`src/hdl/psu_pkg.sv`:
```
// Shared types and constants for the PNG scanline unfilter.
// No dependencies; used by psu_predict and png_scanline_unfilter_top in hdl/.
package psu_pkg;

    localparam int DEF_MAX_ROW_BYTES = 8192;
    localparam int DEF_MAX_STRIDE    = 8;

    localparam int BYTE_W      = 8;
    localparam int ROW_BYTES_W = 14;
    localparam int STRIDE_W    = 4;
    localparam int CFG_DATA_W  = 14;
    localparam int CFG_INDEX_W = 1;

    // Configuration register indexes.
    localparam logic [CFG_INDEX_W-1:0] REG_ROW_BYTES    = 1'd0;
    localparam logic [CFG_INDEX_W-1:0] REG_PIXEL_STRIDE = 1'd1;

    typedef logic [2:0] t_filter;

    localparam t_filter FILT_NONE  = 3'd0;
    localparam t_filter FILT_SUB   = 3'd1;
    localparam t_filter FILT_UP    = 3'd2;
    localparam t_filter FILT_AVG   = 3'd3;
    localparam t_filter FILT_PAETH = 3'd4;

    // Operands handed to the predictor for one data byte.
    typedef struct packed {
        t_filter             filter;
        logic [BYTE_W-1:0]   filtered;
        logic [BYTE_W-1:0]   left;
        logic [BYTE_W-1:0]   above;
        logic [BYTE_W-1:0]   above_left;
    } t_pred_in;

endpackage

```
`src/hdl/psu_predict.sv`:
```
// Filter predictor and reconstruction adder (None, Sub, Up, Average, Paeth).
// Depends on psu_pkg for the operand struct and filter codes.
module psu_predict (
    input  psu_pkg::t_pred_in            i_op,
    output logic [psu_pkg::BYTE_W-1:0]   o_result
);

    logic signed [9:0] a_s, b_s, c_s;
    logic signed [9:0] pa_d, pb_d, pc_d;
    logic [9:0]        pa, pb, pc;
    logic [8:0]        avg_sum;
    logic [7:0]        paeth_pick;
    logic [7:0]        pred;

    always_comb begin
        a_s  = $signed({2'b00, i_op.left});
        b_s  = $signed({2'b00, i_op.above});
        c_s  = $signed({2'b00, i_op.above_left});
        pa_d = b_s - c_s;
        pb_d = a_s - c_s;
        pc_d = a_s + b_s - (c_s <<< 1);
        pa   = (pa_d < 0) ? 10'(-pa_d) : 10'(pa_d);
        pb   = (pb_d < 0) ? 10'(-pb_d) : 10'(pb_d);
        pc   = (pc_d < 0) ? 10'(-pc_d) : 10'(pc_d);

        // Ties go to left, then above, then above-left.
        if (pa <= pb && pa <= pc) begin
            paeth_pick = i_op.left;
        end else if (pb <= pc) begin
            paeth_pick = i_op.above;
        end else begin
            paeth_pick = i_op.above_left;
        end

        avg_sum = {1'b0, i_op.left} + {1'b0, i_op.above};

        case (i_op.filter)
            psu_pkg::FILT_SUB:   pred = i_op.left;
            psu_pkg::FILT_UP:    pred = i_op.above;
            psu_pkg::FILT_AVG:   pred = avg_sum[8:1];
            psu_pkg::FILT_PAETH: pred = paeth_pick;
            default:             pred = 8'd0;
        endcase

        o_result = i_op.filtered + pred;
    end

endmodule

```
`config.mk`:
```
export PLATFORM = sky130hd
export DESIGN_NAME = psu_predict
export DESIGN_NICKNAME = d
export VERILOG_FILES = /design/src/hdl/psu_pkg.sv /design/src/hdl/psu_predict.sv
export SDC_FILE = /design/constraint.sdc
export NUM_CORES = 1
export LEC_CHECK = 0
export CAP_MARGIN = 15
export CELL_PAD_IN_SITES_DETAIL_PLACEMENT = 0
export CELL_PAD_IN_SITES_GLOBAL_PLACEMENT = 1
export CORE_AREA = 2 2 59 117
export DETAILED_ROUTE_END_ITERATION = 8
export DIE_AREA = 0 0 61 119
export DONT_BUFFER_PORTS = 1
export PLACE_DENSITY_LB_ADDON = 0.3
export SETUP_SLACK_MARGIN = 0.1
export SLEW_MARGIN = 40
export SYNTH_ARGS = -nofsm -noshare
export SYNTH_HDL_FRONTEND = slang
export SYNTH_SLANG_ARGS = --single-unit
export TNS_END_PERCENT = 30
```
`constraint.sdc`:
```
create_clock -name vclk -period 12
set_input_delay 0.6 -clock vclk [all_inputs]
set_output_delay 0.6 -clock vclk [all_outputs]
set_load 0.1 [all_outputs]
```
==> impl_metrics.toml <==
[status]
status = "complete, no violations"

[global_route]
grt-ovfl-total = 0
via_count_of_the_first_global_routing_pass = 3182
grtUsageTotal_pct = 26.3
wire_length_of_the_first_global_routing_pass_um = 15000
grt_max_degree = 18
initial_antenna_violation_count = 0

[timing]
max_freq_ghz = 0.130
finalHoldWorstSlack_ns = 1.66
fin_crit_ns = 7.69
min_period_over_period_pct = 64.1
timing_max_transition_violations_final = 0
setup_viol_count_final = 0
tightestPinTransition_ns = 0.852
fin_tns_setup_ns = 0
finalHoldViolations = 0
rsz0062_at_grt = "false"
max-slew-margin-rel_pct = 43.3

[worst_setup_path]
cpMaxStageDelayCell = "a222oi_1"
required_worst_endpoint_ns = 11.40
critical_path.n_buffers_inverters = 3
critical_path.top_delay_family = "compound AO/OA/AOI/OAI gates"
start_kind = "input pin"
crit_fanout = 10
timing.setup.critical_path_class = "in -> out"
critical_path.max_stage_delay_ns = 0.49
crit_arrival_ns = 7.09
crit_cells = 27
timing.critical_path.to_type = "output port"

[die]
initial_utilization_pct = 52.3
dieHeight_um = 119
num_io_pins = 43
dieWidth_um = 61
core_area_um2 = 6460
die-area_um2 = 7260
std_cell_rows = 42

[clocking]
cts_resized = 0
cts_setup_buffers = 0
cts.hold.buffers_added = 0

[detailed_routing]
routed_wire_length_per_instance_um = 17.0
antenna_left = 0
route.detailed.vias_per_inst = 5.90
initialDrtViolationCount = 182
total_detailed_routing_wirelength_um = 9250
remaining_drc_errors = 0
dr_total_vias = 3210
dr_pass1_iterations = 4

[power_and_ir_drop]
leakage_nw = 1.77
p_per_area_nw_per_um2 = 135
irDropWorstVdd_mv = 0.147

[hold_path]
min_delay_path_depth = 3
worstHoldPathType = "in -> out"

[yosys]
syn-cell-area_um2 = 3380
synth_simple_gate_area_share_pct = 15.8
synth-compound-area-share_pct = 29.0
ys_top_cells_by_area = "ha_1, xnor2_1, inv_1"
synth_commonest_cells = "inv_1, ha_1, a21oi_1, xnor2_1, nor2_1"
cell_with_the_most_instances_after_synthesis = "inv_1"
synth.area.mux_share_pct = 0.629
synth_xor_xnor_area_share_pct = 13.1
synth_top_family_by_area = "adder cells"
synth.distinct_cells = 60
ys_warn_count = 0
synthDominantCellAreaShare_pct = 25.5
ys_seq_area_share_pct = 0
synth.largest_area_cell = "ha_1"
avgSynthCellArea_um2 = 7.42
synth-adder-area-share_pct = 32.6
syn_inst = 456

[final_layout]
area_growth_from_synthesis_to_final_layout_pct = 5.58
numSequentialCells = 0
final_net_count = 573
fin_cells = 544
clk_buffers = 0
final.fill_count = 655
final_layout_size_suffix_gt1_share_pct = 5.70
design_area_um2 = 3570
ff_latch_area_um2 = 0
insertedDiodeCount = 0

[flow_run]
cap_violations = 0

[placement]
placement.cell_area_um2 = 3570
dp_hpwl_um = 8300
port-buffer-count = 0
gp_routability_congestion = 0.901
placed_cells = 544
[layer usage]
| layer | vias up | global-route usage (%) | wire [um] |
|---|---|---|---|
| met5 | - | 0 | 0 |
| met4 | 0 | 4.35 | 176 |
| met3 | 12 | 2.39 | 432 |
| met2 | 69 | 47.7 | 4990 |
| met1 | 1519 | 32.5 | 3650 |
| li1 | 1610 | - | - |
[path summary, 6_finish.rpt]
check | startpoint | end | slack (ns)
min | i_op[31] | o_result[7] | 1.66
max | i_op[1] | o_result[7] | 4.31
[worst min-delay path: cells and delay by family]
| family | cells | cell delay (ns) |
|---|---|---|
| xor gates and xnor gates | 2 | 0.23 |
| buffers and inverters | 1 | 0.23 |
[where the power goes]
| group | internal (mW) | switching, mW | total [mW] |
|---|---|---|---|
| combinational | 0.180 | 0.303 | 0.484 |
| clock | 0 | 0 | 0 |
| sequential | 0 | 0 | 0 |
[cells by family after synthesis]
group / after synthesis
AO/OA/AOI/OAI: 142
AND/OR/NAND/NOR: 102
adder cells (fa/ha/maj): 82
buffers and inverters: 77
XOR/XNOR: 49
multiplexers: 2
other: 2
[metrics by stage]
stage          power, mW  util (%)  setup slack, ns
6_report           0.484      55.3             4.31
5_1_grt            0.530      55.3             3.72
4_1_cts            0.483      55.2             4.34
3_5_place_dp       0.481      55.2             4.34
3_3_place_gp       0.464      55.0             4.54
2_1_floorplan      0.384         -             4.10
[cells in the final DEF (no fill, tap or decap), drive strengths merged, types with 11 or more instances in the layout]
master | synthesis | layout
nor2 | 28 | 28
fa | 11 | 11
ha | 69 | 69
a21oi | 35 | 35
inv | 70 | 70
a21o | 19 | 19
xor2 | 17 | 17
xnor2 | 32 | 32
o21ai | 31 | 31
nand2 | 20 | 20
[cell type report]
class	count	area, um^2	area share, %
inverter	70	263	7.36
multi-input combinational	381	3160	88.5
tap	88	110	3.08
timing repair buffer	5	37.5	1.05
No activity file was read; power rests on OpenSTA's default activity.
